[src/hw/rtl/fcr_pkg.sv]
// ----------------------------------------------------------------------------
// fcr_pkg: shared definitions for the framed command receiver
// Frame length default, register indexes, command codes, decode kinds and
// the controller state type.
// ----------------------------------------------------------------------------
package fcr_pkg;

  // Default number of bytes in one frame
  localparam int unsigned FrameLenDef = 10;

  // Configuration register indexes
  localparam int unsigned CfgIdxW = 1;
  localparam logic [CfgIdxW-1:0] CFG_START_BYTE = 1'd0;
  localparam logic [CfgIdxW-1:0] CFG_END_BYTE   = 1'd1;

  // Configuration reset values
  localparam logic [7:0] START_BYTE_RST = 8'hAA;
  localparam logic [7:0] END_BYTE_RST   = 8'h55;

  // Request operations
  localparam logic OP_BYTE    = 1'b0;
  localparam logic OP_PROCESS = 1'b1;

  // Command codes found in frame byte 1
  localparam logic [7:0] CMD_PID   = 8'h11;
  localparam logic [7:0] CMD_ACCEL = 8'h12;

  // Decoded command kinds
  localparam logic [1:0] KIND_NONE  = 2'd0;
  localparam logic [1:0] KIND_PID   = 2'd1;
  localparam logic [1:0] KIND_ACCEL = 2'd2;

  // First and last frame positions that the decode looks at
  localparam int unsigned DecFirst = 1;
  localparam int unsigned DecLast  = 7;

  // Controller states
  typedef enum logic {
    ST_IDLE,
    ST_ECHO
  } fcr_state_e;

endpackage

[src/hw/rtl/framed_command_receiver.sv]
// ----------------------------------------------------------------------------
// framed_command_receiver: fixed-length frame receiver with start/end bytes
// Collects bytes into a frame buffer, then echoes a pending frame and decodes
// its command on the final echo.
// ----------------------------------------------------------------------------
// A byte request is stored straight into the frame buffer, a single-port-write
// synchronous RAM of FRAME_LEN bytes. A process request with a frame pending
// walks the buffer through its registered read port: each echo passes through
// the read register and then the output register, with one echo per cycle
// while the output side accepts. No new request is taken until the final echo
// is loaded into the output register. Bytes 1 to 7 are captured as they stream
// past, so the PID gains or acceleration are ready on the last echo. The buffer
// needs no clearing after reset.
module framed_command_receiver
  import fcr_pkg::*;
#(
  parameter int unsigned FRAME_LEN = fcr_pkg::FrameLenDef
) (
  input  logic                        clk_i,
  input  logic                        rst_ni,
  // configuration writes
  input  logic                        cfg_we_i,
  input  logic [fcr_pkg::CfgIdxW-1:0] cfg_index_i,
  input  logic [7:0]                  cfg_data_i,
  // request channel
  input  logic                        in_valid_i,
  output logic                        in_ready_o,
  input  logic                        operation_i,
  input  logic [7:0]                  byte_in_i,
  // result channel
  output logic                        out_valid_o,
  input  logic                        out_ready_i,
  output logic [7:0]                  echo_byte_o,
  output logic                        last_o,
  output logic [1:0]                  command_kind_o,
  output logic [15:0]                 gain_p_o,
  output logic [15:0]                 gain_i_o,
  output logic [15:0]                 gain_d_o,
  output logic [15:0]                 acceleration_o
);

  localparam int unsigned IdxW = $clog2(FRAME_LEN);
  localparam logic [IdxW-1:0] LastIdx = IdxW'(FRAME_LEN - 1);

  // Configuration registers
  logic [7:0] start_byte_q, end_byte_q;

  always_ff @(posedge clk_i or negedge rst_ni) begin
    if (!rst_ni) begin
      start_byte_q <= START_BYTE_RST;
      end_byte_q   <= END_BYTE_RST;
    end else if (cfg_we_i) begin
      case (cfg_index_i)
        CFG_START_BYTE: start_byte_q <= cfg_data_i;
        CFG_END_BYTE:   end_byte_q   <= cfg_data_i;
        default: ;
      endcase
    end
  end

  // Controller
  fcr_state_e state_q, state_d;
  logic       in_acc;
  logic       echo_load;
  logic       proc_start;

  logic [IdxW-1:0] byte_count_q, byte_count_d;
  logic            pending_q, pending_d;
  logic [IdxW-1:0] rd_addr_q, rd_addr_d;
  logic            out_valid_q, out_valid_d;

  assign in_acc     = in_valid_i && in_ready_o;
  assign proc_start = in_acc && (operation_i == OP_PROCESS) && pending_q;

  // Next state
  always_comb begin
    state_d = state_q;
    case (state_q)
      ST_IDLE: begin
        if (proc_start) state_d = ST_ECHO;
      end
      ST_ECHO: begin
        if (echo_load && rd_addr_q == LastIdx) state_d = ST_IDLE;
      end
      default: state_d = ST_IDLE;
    endcase
  end

  // State outputs
  always_comb begin
    in_ready_o = 1'b0;
    echo_load  = 1'b0;
    case (state_q)
      ST_IDLE: in_ready_o = 1'b1;
      ST_ECHO: echo_load  = !out_valid_q || out_ready_i;
      default: ;
    endcase
  end

  // Byte collection and pending mark
  logic byte_acc;
  logic mem_we;

  assign byte_acc = in_acc && (operation_i == OP_BYTE) && !pending_q;

  always_comb begin
    byte_count_d = byte_count_q;
    pending_d    = pending_q;
    mem_we       = 1'b0;
    if (byte_acc) begin
      if (byte_count_q == '0) begin
        if (byte_in_i == start_byte_q) begin
          mem_we       = 1'b1;
          byte_count_d = IdxW'(1);
        end
      end else begin
        mem_we = 1'b1;
        if (byte_count_q == LastIdx) begin
          byte_count_d = '0;
          pending_d    = (byte_in_i == end_byte_q);
        end else begin
          byte_count_d = byte_count_q + IdxW'(1);
        end
      end
    end
    if (proc_start) pending_d = 1'b0;
  end

  // Read address: presented from the next value so data tracks rd_addr_q
  always_comb begin
    rd_addr_d = rd_addr_q;
    if (proc_start) begin
      rd_addr_d = '0;
    end else if (echo_load && rd_addr_q != LastIdx) begin
      rd_addr_d = rd_addr_q + IdxW'(1);
    end
  end

  always_ff @(posedge clk_i or negedge rst_ni) begin
    if (!rst_ni) begin
      state_q      <= ST_IDLE;
      byte_count_q <= '0;
      pending_q    <= 1'b0;
      rd_addr_q    <= '0;
      out_valid_q  <= 1'b0;
    end else begin
      state_q      <= state_d;
      byte_count_q <= byte_count_d;
      pending_q    <= pending_d;
      rd_addr_q    <= rd_addr_d;
      out_valid_q  <= out_valid_d;
    end
  end

  // Frame buffer
  logic [7:0] frame_mem_q [FRAME_LEN];
  logic [7:0] rd_data_q;

  always_ff @(posedge clk_i) begin
    if (mem_we) frame_mem_q[byte_count_q] <= byte_in_i;
    rd_data_q <= frame_mem_q[rd_addr_d];
  end

  // Capture of decode bytes as they stream out
  logic [7:0] dec_q [DecFirst:DecLast];

  for (genvar g = DecFirst; g <= DecLast; g++) begin : g_dec
    always_ff @(posedge clk_i) begin
      if (echo_load && rd_addr_q == IdxW'(g)) dec_q[g] <= rd_data_q;
    end
  end

  // Output register
  logic        is_last;
  logic [1:0]  kind_d;
  logic [15:0] gp_d, gi_d, gd_d, acc_d;

  assign is_last = (rd_addr_q == LastIdx);

  always_comb begin
    kind_d = KIND_NONE;
    gp_d   = '0;
    gi_d   = '0;
    gd_d   = '0;
    acc_d  = '0;
    if (is_last) begin
      if (dec_q[1] == CMD_PID) begin
        kind_d = KIND_PID;
        gp_d   = {dec_q[2], dec_q[3]};
        gi_d   = {dec_q[4], dec_q[5]};
        gd_d   = {dec_q[6], dec_q[7]};
      end else if (dec_q[1] == CMD_ACCEL) begin
        kind_d = KIND_ACCEL;
        acc_d  = {dec_q[2], dec_q[3]};
      end
    end
  end

  always_comb begin
    out_valid_d = out_valid_q;
    if (echo_load) begin
      out_valid_d = 1'b1;
    end else if (out_ready_i) begin
      out_valid_d = 1'b0;
    end
  end

  logic [7:0]  echo_q;
  logic        last_q;
  logic [1:0]  kind_q;
  logic [15:0] gp_q, gi_q, gd_q, acc_q;

  always_ff @(posedge clk_i) begin
    if (echo_load) begin
      echo_q <= rd_data_q;
      last_q <= is_last;
      kind_q <= kind_d;
      gp_q   <= gp_d;
      gi_q   <= gi_d;
      gd_q   <= gd_d;
      acc_q  <= acc_d;
    end
  end

  assign out_valid_o    = out_valid_q;
  assign echo_byte_o    = echo_q;
  assign last_o         = last_q;
  assign command_kind_o = kind_q;
  assign gain_p_o       = gp_q;
  assign gain_i_o       = gi_q;
  assign gain_d_o       = gd_q;
  assign acceleration_o = acc_q;

endmodule
[config.mk]
export PLATFORM = sky130hd
export DESIGN_NAME = framed_command_receiver
export DESIGN_NICKNAME = d
export VERILOG_FILES = /design/src/hw/rtl/fcr_pkg.sv /design/src/hw/rtl/framed_command_receiver.sv
export SDC_FILE = /design/constraint.sdc
export NUM_CORES = 1
export LEC_CHECK = 0
export ABC_AREA = 1
export BUFFER_PORTS_ARGS = -buffer_cell sky130_fd_sc_hd__clkbuf_2
export CAP_MARGIN = 10
export CORE_MARGIN = 5
export CORE_UTILIZATION = 45
export CTS_CLUSTER_DIAMETER = 40
export CTS_CLUSTER_SIZE = 12
export DETAILED_ROUTE_END_ITERATION = 10
export PLACE_DENSITY_LB_ADDON = 0.12
export SETUP_SLACK_MARGIN = 0.15
export SLEW_MARGIN = 30
export SYNTH_ARGS = -nofsm -noshare
export SYNTH_HDL_FRONTEND = slang
export SYNTH_SLANG_ARGS = --single-unit
[constraint.sdc]
create_clock -name clk_i -period 6.18 [get_ports clk_i]
set_input_delay 0.618 -clock clk_i [delete_from_list [all_inputs] [get_ports clk_i]]
set_output_delay 0.618 -clock clk_i [all_outputs]
set_load 0.01 [all_outputs]
==> reports/metrics.cfg, run 1 <==
[power]
powerDensity_nw_per_um2=356
irDropWorstVdd_v=0.000207
power_leakage_nw=4.77

[clock_tree]
post_cts_buffers=0
cts_tree=done
ctsHtreeMaxLevel=2
clk_pin_slew_worst_paths_ps=50
clk_path_buf_depth=3
ctsHoldBuffers=0
cts.root.buffer_cell=clkbuf_16
clk_latency_ps=500
clock_sink_count=246
cts_made_buffers=34
cts_resized=0

[logic_synthesis]
syn_nets=828
synth_fa_ha_area_frac=0.00517
async_flop_share=0.110
netlist_area_um2=9690
ys_ff_latch=246
yosysUniqueCellTypes=28
avgSynthCellArea_um2=12.1
synth_xor_area_frac=0.0145
ys.warnings.count=0
synth_edf_count=211
syn-instance-count=801
synth-simple-area-share=0.153
synth_top_family_by_area=simple AND/OR/NAND/NOR gates
synth_ff_type=edfxtp_1
seq_area_frac_synth=0.741
synth_compound_area_frac=0.0133
synthMuxAreaShare=0

[route]
routed_via_density=4.83
drtIter0Drc=389
drt-wirelength-per-cell_um=16.4
wirelength_met1_mm=8.47
dr.max_layer_used=met4
route.vias.total=5873
drc=0
wl_met2_mm=9.85
met3_length_mm=1.01
wl_mm=19.9
postRouteAntennaNets=0
dr.pass1.iters=5

[global_route]
grt_max_degree=77
grt_pass1_vias=5767
overflow=0
antenna_found_initial=0
gr-usage-all-layers=0.166
grt_pass1_wl_mm=31.4

[worst_setup_path]
startpoint_type=flop
regToRegSetupSlack_ps=2940
cp.required_ps=6570
crit_type=reg2reg
reg2regPathDepth=11
reg2reg_from=rd_addr_q[1]
critPathArrivalTime_ps=3630
endpoint_kind=flop
reg2reg_to=rd_data_q[2]
crit_fanout=35

[final_layout]
area_growth_pct=20.0
nets=946
drive_above_1_share=0.188
final_common_cell=edfxtp_1
antenna_cells=0
mostFrequentLayoutCells=edfxtp_1 (211), inv_1 (155), nand2_1 (122)

[floorplan]
row_count=53
io_pins=100
die_h_um=157
die_area_um2=24600
core_area_um2=21100
initial_utilization=0.459
die_w_um=157

[sta]
hold_viol=0
max-slew-margin-rel=0.374
fin_setup_tns_ps=0
hold-worst-slack_ps=185
finalSetupViolCount=0
layout_min_cycle_time_ps=3240
skew_ps=21.6
tightest_slew_ps=936
fmax_ghz=0.308
min_period_over_period=0.525
maxSlewViolCount=0
rsz0062_at_grt=no

[placed_design]
dp_hpwl_mm=12.8
gp_congestion=0.831
port_buffers=99

[status]
status=completed

[run]
maxCapViolations=0

[min_path]
hold_class=in2async

state kept, by name, indices dropped and copies added (netlist names):
name            flops
frame_mem_q        80
dec_q              56
acceleration_o     16
gain_d_o           16
gain_i_o           16
gain_p_o           16
echo_byte_o         8
end_byte_q          8
rd_data_q           8
start_byte_q        8
byte_count_q        4
rd_addr_q           4
command_kind_o      2
last_o              1
out_valid_o         1
pending_q           1
state_q             1
synth_stat cells, drive strengths merged, types with 2 or more instances:
library cell | n | area [um^2]
nor3 | 7 | 35.0
dfstp | 8 | 210
ha | 4 | 50.1
clkinv | 2 | 7.51
xnor2 | 7 | 61.3
buf | 9 | 47.6
nand2 | 123 | 462
edfxtp | 211 | 6340
dfxtp | 8 | 160
dfrtp | 19 | 475
nor4 | 5 | 31.3
nor2 | 83 | 312
clkbuf | 14 | 52.6
inv | 158 | 593
o21ai | 21 | 105
nand4 | 37 | 231
xor2 | 9 | 78.8
nand3 | 70 | 375
report_power, final:
part | internal [W] | switching, W
combinational | 0.0000857 | 0.000188
sequential | 0.00188 | 0.0000593
clock | 0.00124 | 0.000679
total | 0.00321 | 0.000926
metal layers:
| metal | vias to the layer above | track usage |
|---|---|---|
| li1 | 2898 | - |
| met1 | 2770 | 0.216 |
| met2 | 154 | 0.279 |
| met3 | 51 | 0.0293 |
| met4 | 0 | 0.0624 |
| met5 | - | 0 |
stage by stage:
stage	instances	power, W	setup slack, ps	util	cell area [um^2]
CTS	1217	0.00418	2810	0.550	11600
floorplan	801	0.00214	2730	-	9690
global placement	1158	0.00225	2860	0.497	10500
global route	1217	0.00430	2630	0.551	11600
detailed placement	1158	0.00225	2800	0.497	10500
finish	1217	0.00414	2940	0.551	11600
worst max path at each step:
| stage | start | to | slack (ps) | depth (start not counted) |
|---|---|---|---|---|
| 2_1_floorplan | out_ready_i | dec_q[1][0] | 2730 | 4 |
| 3_3_place_gp | out_ready_i | rd_data_q[7] | 2860 | 12 |
| 3_5_place_dp | out_ready_i | rd_data_q[4] | 2800 | 12 |
| 5_1_grt | rd_addr_q[1] | rd_data_q[6] | 2630 | 11 |
| 6_report | rd_addr_q[1] | rd_data_q[2] | 2940 | 11 |
| 4_1_cts | rd_addr_q[1] | rd_data_q[4] | 2810 | 12 |
critical path, cell delays in order, from the launching register on:
cell      delay, ps
dfrtp_1         390
inv_1            90
ha_1            210
nand3_2         150
nand3_2         560
nand3_1         610
buf_4           390
clkinv_1        370
nand2_1         140
nand2_1          60
nand2_1          80
nand2_1          50
cells by family (layout without fill, tap and decap cells):
family,Yosys count,after routing
and+or+nand+nor,329,329
adders and majority gates,4,4
xor gates and xnor gates,16,16
DFF,246,246
buffers and inverters,183,324
AOI/OAI and AO/OA,23,23
cell type report:
| type | count | area, um^2 |
|---|---|---|
| inverters | 160 | 601 |
| flip-flops and latches | 246 | 7180 |
| clock buffers | 41 | 898 |
| well taps | 275 | 344 |
| multi-input cells | 372 | 1820 |
| clock inverters | 18 | 229 |
| repair buffers | 105 | 544 |
| fillers | 1817 | 9470 |
Note: power is estimated with default switching activity, not from simulation.
==> run 2, diff against run 1 <==
==> constraint.sdc (replaced) <==
create_clock -name clk_i -period 2.65 [get_ports clk_i]
set_input_delay 0.265 -clock clk_i [delete_from_list [all_inputs] [get_ports clk_i]]
set_output_delay 0.265 -clock clk_i [all_outputs]
set_load 0.01 [all_outputs]
==> reports/metrics.cfg, run 2 (synthesis gave the netlist of run 1 again) <==
[sta]
layout_min_cycle_time_ps=2290
hold_viol=0
maxSlewViolCount=0
worst_slack_ps=364
fmax_ghz=0.437
hold-worst-slack_ps=30.2
min_period_over_period=0.863
skew_ps=15.6
tightest_slew_ps=772
rsz0062_at_grt=no
finalSetupViolCount=0
max-slew-margin-rel=0.485

[worst_setup_path]
crit_type=reg2reg
crit_fanout=34
slowest_delay_ps=400
reg2reg_from=rd_addr_q[1]
startpoint_type=flop
endpoint_kind=flop
critPathArrivalTime_ps=2670
path_cells=inv_1 > ha_1 > nand3_2 > nand3_2 > buf_4 > nor3_1 > nor3b_4 > buf_4 > inv_2 > nand3_1 > nand2_1
reg2reg_to=rd_data_q[6]
reg2regPathDepth=11
cp.required_ps=3030
regToRegSetupSlack_ps=360
crit_path_top_delay_cell=dfrtp_1

[final_layout]
post-route-util=0.559
area_growth_pct=21.7
reg_top3=frame_mem_q: 80 flops, dec_q: 56 flops
n_fill_cell=1820
final_common_cell=edfxtp_1
largest_register_ffs=80
seqCellArea_um2=7180
antenna_cells=0
multi_input_area_um2=1860
drive_above_1_share=0.210
largest-register=frame_mem_q
mostFrequentLayoutCells=edfxtp_1 (211), inv_1 (155), nand2_1 (123)
nets=969

[floorplan]
die_area_um2=24600
die_h_um=157
initial_utilization=0.459
row_count=53
io_pins=100
die_w_um=157
core_area_um2=21100

[status]
status=completed

[min_path]
hold_end=start_byte_q[1]
hold_class=in2reg
hold_depth=3
hp-start=cfg_data_i[1]

[route]
drc=0
drt-wirelength-per-cell_um=16.7
drtIter0Drc=681
postRouteAntennaNets=0
route.vias.total=5911
routed_via_density=4.77
dr.pass1.iters=4
wl_mm=20.7

[global_route]
gr-usage-all-layers=0.173
grt_pass1_wl_mm=32.6
antenna_found_initial=0
grt_use_met1=0.228
grt_max_degree=41
overflow=0
met2_usage=0.289
busiest_layer=met2
use_met3=0.0326
grt_pass1_vias=5862

[clock_tree]
cts_tree=done
clock_sink_count=246
clk_pin_slew_worst_paths_ps=50
ctsHtreeMaxLevel=2
cts_made_buffers=35
clk_path_buf_depth=3
cts.root.buffer_cell=clkbuf_16
clk_latency_ps=490
post_cts_buffers=0

[power]
irDropWorstVdd_v=0.000571
power_frac_seq=0.477
switchingPower_w=0.00224
combPwrFrac=0.072
swShare=0.236
powerDensity_nw_per_um2=804
p_clk_frac=0.451
internal-power_w=0.00724
power_leakage_nw=4.86

[run]
maxCapViolations=0

[placed_design]
port_buffers=99
dp_hpwl_mm=13.6
gp_congestion=0.854
place_ws_ps=297

## run 2: changes by cell type in the layout (fill, tap and decap cells not counted), sizes merged
cell / previous run / this run
inv: 160 / 164
clkbuf: 140 / 136
clkinvlp: 0 / 1
buf: 6 / 22
bufinv: 5 / 2
dlygate4sd3: 0 / 6
clkinv: 13 / 14
## run 2: power by group through the flow
stage / Sequential, W / Combinational (W) / Clock (W)
finish: 0.00453 / 0.000679 / 0.00427
global route: 0.00455 / 0.000778 / 0.00454
CTS: 0.00453 / 0.000680 / 0.00437
detailed placement: 0.00461 / 0.000669 / 0
global placement: 0.00461 / 0.000670 / 0
floorplan: 0.00455 / 0.000458 / 0
## run 2: area by class of cell
| cell class | instances | share of cell area |
|---|---|---|
| flip-flops and latches | 246 | 0.609 |
| multi-input cells | 372 | 0.158 |
| clock buffers | 37 | 0.0749 |
| repair buffers | 127 | 0.0611 |
| inverters | 160 | 0.0518 |
| well taps | 275 | 0.0292 |
| clock inverters | 21 | 0.0161 |
## run 2: metrics by stage
stage / cell area (um^2) / TNS [ps] / std cells / power [W]
global route: 11800 / 0 / 1238 / 0.00987
finish: 11800 / 0 / 1238 / 0.00948
global placement: 10600 / 0 / 1174 / 0.00528
floorplan: 9740 / -25590 / 801 / 0.00501
CTS: 11800 / 0 / 1238 / 0.00958
detailed placement: 10600 / 0 / 1174 / 0.00528
## run 2: how the worst max path moves through the flow
stage                   endpoint    startpoint  slack (ps)
floorplan            dec_q[1][0]   out_valid_o        -490
global placement    rd_data_q[3]  rd_addr_q[1]         340
detailed placement  rd_data_q[6]  rd_addr_q[1]         300
CTS                 rd_data_q[5]  rd_addr_q[1]         290
global route        rd_data_q[4]  rd_addr_q[1]         180
finish              rd_data_q[6]  rd_addr_q[1]         360
## run 2: worst max-delay path, delay by kind of cell (launching register included)
kind / cells / cell delay [ps]
simple gates: 6 / 810
buf+inv: 4 / 780
flops: 1 / 400
fa+ha+maj: 1 / 190
## run 2: per-layer routing
| metal | wire (um) | vias up |
|---|---|---|
| met5 | 0 | - |
| met4 | 531 | 0 |
| met3 | 1360 | 37 |
| met2 | 10300 | 183 |
| met1 | 8480 | 2743 |
| li1 | - | 2948 |
## run 2: repair_timing
action | 4_1_cts | 5_1_grt
hold buffers | 6 | 0
hold endpoints to repair | 24 | 0
setup endpoints to repair | 0 | 9
resized for setup | 0 | 2
==> run 3, diff against run 2 <==
--- a/config.mk
+++ b/config.mk
@@ -14,7 +14,7 @@
 export CTS_CLUSTER_SIZE = 12
 export DETAILED_ROUTE_END_ITERATION = 10
 export PLACE_DENSITY_LB_ADDON = 0.12
-export SETUP_SLACK_MARGIN = 0.15
+export SETUP_SLACK_MARGIN = 0.5
 export SLEW_MARGIN = 30
 export SYNTH_ARGS = -nofsm -noshare
 export SYNTH_HDL_FRONTEND = slang
==> reports/metrics.cfg, run 3 (synthesis gave the netlist of run 1 again) <==
[placed_design]
gp_congestion=0.760
dp_hpwl_mm=12.9
port_buffers=99
place_area_um2=10600

[sta]
min_period_over_period=0.744
layout_min_cycle_time_ps=1970
skew_ps=15.2
maxSlewViolCount=0
fmax_ghz=0.507
finalSetupViolCount=0
tightest_slew_ps=715
hold-worst-slack_ps=17.3
rsz0062_at_grt=no
hold_viol=0
max-slew-margin-rel=0.523

[global_route]
gr-usage-all-layers=0.167
grt_pass1_wl_mm=32.1
grt_max_degree=56
overflow=0
grt_pass1_vias=5887
antenna_found_initial=0

[floorplan]
initial_utilization=0.459
core_area_um2=21100
die_h_um=157
io_pins=100
die_area_um2=24600
row_count=53
die_w_um=157

[clock_tree]
clk_latency_ps=490
cts_tree=done
cts_made_buffers=36
clk_pin_slew_worst_paths_ps=50
ctsHtreeMaxLevel=2
clk_path_buf_depth=3
cts.root.buffer_cell=clkbuf_16
clock_sink_count=246

[worst_setup_path]
endpoint_kind=flop
cp-startpoint=rd_addr_q[1]
crit_path_top_delay_cell=dfrtp_1
path_cells=inv_1 > ha_1 > nand3_4 > nand2_1 > nand2_1 > nand3_4 > buf_12 > nand2_1 > nand3_1 > nand3_1 > nand3_1 > nand2_1
cp-endpoint=rd_data_q[5]
cp_top_family=simple AND/OR/NAND/NOR gates
crit_cells=12
cp.required_ps=3030
slowest_delay_ps=400
reg2reg_from=rd_addr_q[1]
reg2reg_to=rd_data_q[5]
reg2regPathDepth=12
path_buf_inv=2
cp_common_cell=nand2_1
crit_type=reg2reg
regToRegSetupSlack_ps=680
startpoint_type=flop
crit_fanout=17
critPathArrivalTime_ps=2350

[final_layout]
nets=969
final_area_um2=12100
antenna_cells=0
drive_above_1_share=0.221
n_fill_cell=1798
area_growth_pct=24.6
reg_top3=frame_mem_q: 80 flops, dec_q: 56 flops
final_common_cell=edfxtp_1
mostFrequentLayoutCells=edfxtp_1 (211), inv_1 (154), nand2_1 (123)
largest-register=frame_mem_q
largest_register_ffs=80

[route]
dr.max_layer_used=met4
met3_length_mm=1.08
route.vias.total=5982
drt-wirelength-per-cell_um=16.4
wirelength_met1_mm=9.04
dr.pass1.iters=5
wl_met2_mm=9.89
wl_mm=20.4
routed_via_density=4.81
drc=0
postRouteAntennaNets=0
drtIter0Drc=419

[power]
powerDensity_nw_per_um2=849
power_leakage_nw=4.99
irDropWorstVdd_v=0.000529

[min_path]
hold_class=in2reg

[status]
status=completed

[run]
maxCapViolations=0

run 3: changes by cell type in the layout (fill, tap and decap cells not counted), moves of 3 or more:
| cell | previous run | this run |
|---|---|---|
| bufinv_16 | 2 | 8 |
| dlygate4sd3_1 | 6 | 2 |
| buf_4 | 22 | 19 |
| clkbuf_16 | 35 | 38 |
run 3: repair_timing:
action                                 4_1_cts  5_1_grt
buffers inserted                             0        6
resized for setup                            0       11
hold buffers                                 2        0
endpoints found under the hold margin       20        0
setup endpoints to repair                    0       78
run 3: worst min-delay path, cell delays in order:
cell      delay, ps
clkbuf_2         80
inv_1            60
o21ai_0          90
run 3: per-stage QoR:
| step | setup slack (ps) | instances | setup TNS, ps | utilization | total power, W |
|---|---|---|---|---|---|
| 5_1_grt | 483 | 1244 | 0 | 0.572 | 0.0106 |
| 4_1_cts | 511 | 1237 | 0 | 0.566 | 0.0103 |
| 2_1_floorplan | -488 | 801 | -25590 | - | 0.00501 |
| 6_report | 679 | 1244 | 0 | 0.572 | 0.0102 |
| 3_5_place_dp | 533 | 1170 | 0 | 0.504 | 0.00529 |
| 3_3_place_gp | 564 | 1170 | 0 | 0.504 | 0.00528 |
run 3: how the worst min path moves through the flow:
stage	startpoint	endpoint	slack [ps]	cells past startpoint
2_1_floorplan	rst_ni	byte_count_q[0]	-30	0
3_5_place_dp	rst_ni	end_byte_q[5]	360	1
5_1_grt	cfg_data_i[5]	start_byte_q[5]	40	3
3_3_place_gp	rst_ni	end_byte_q[5]	360	1
4_1_cts	cfg_data_i[5]	start_byte_q[5]	0.08	3
6_report	cfg_data_i[5]	start_byte_q[5]	20	3
run 3: routing by layer:
layer  vias up  GRT usage
met3        34     0.0301
met2       163      0.276
li1       2956          -
met4         0     0.0492
met5         -          0
met1      2829      0.229
run 3: power by group:
group / switching [W] / total [W] / internal (W)
clock network: 0.00167 / 0.00500 / 0.00334
registers: 0.000141 / 0.00453 / 0.00439
logic: 0.000469 / 0.000719 / 0.000250
run 3: final cells by class:
type                       instances  area, um^2  area share
tap                              275         344      0.0285
multi-input combinational        372        1880       0.156
timing repair buffer             126         764      0.0633
clock inverter                    26         352      0.0291
inverter                         160         614      0.0509
clock buffer                      39         933      0.0773
sequential                       246        7180       0.595
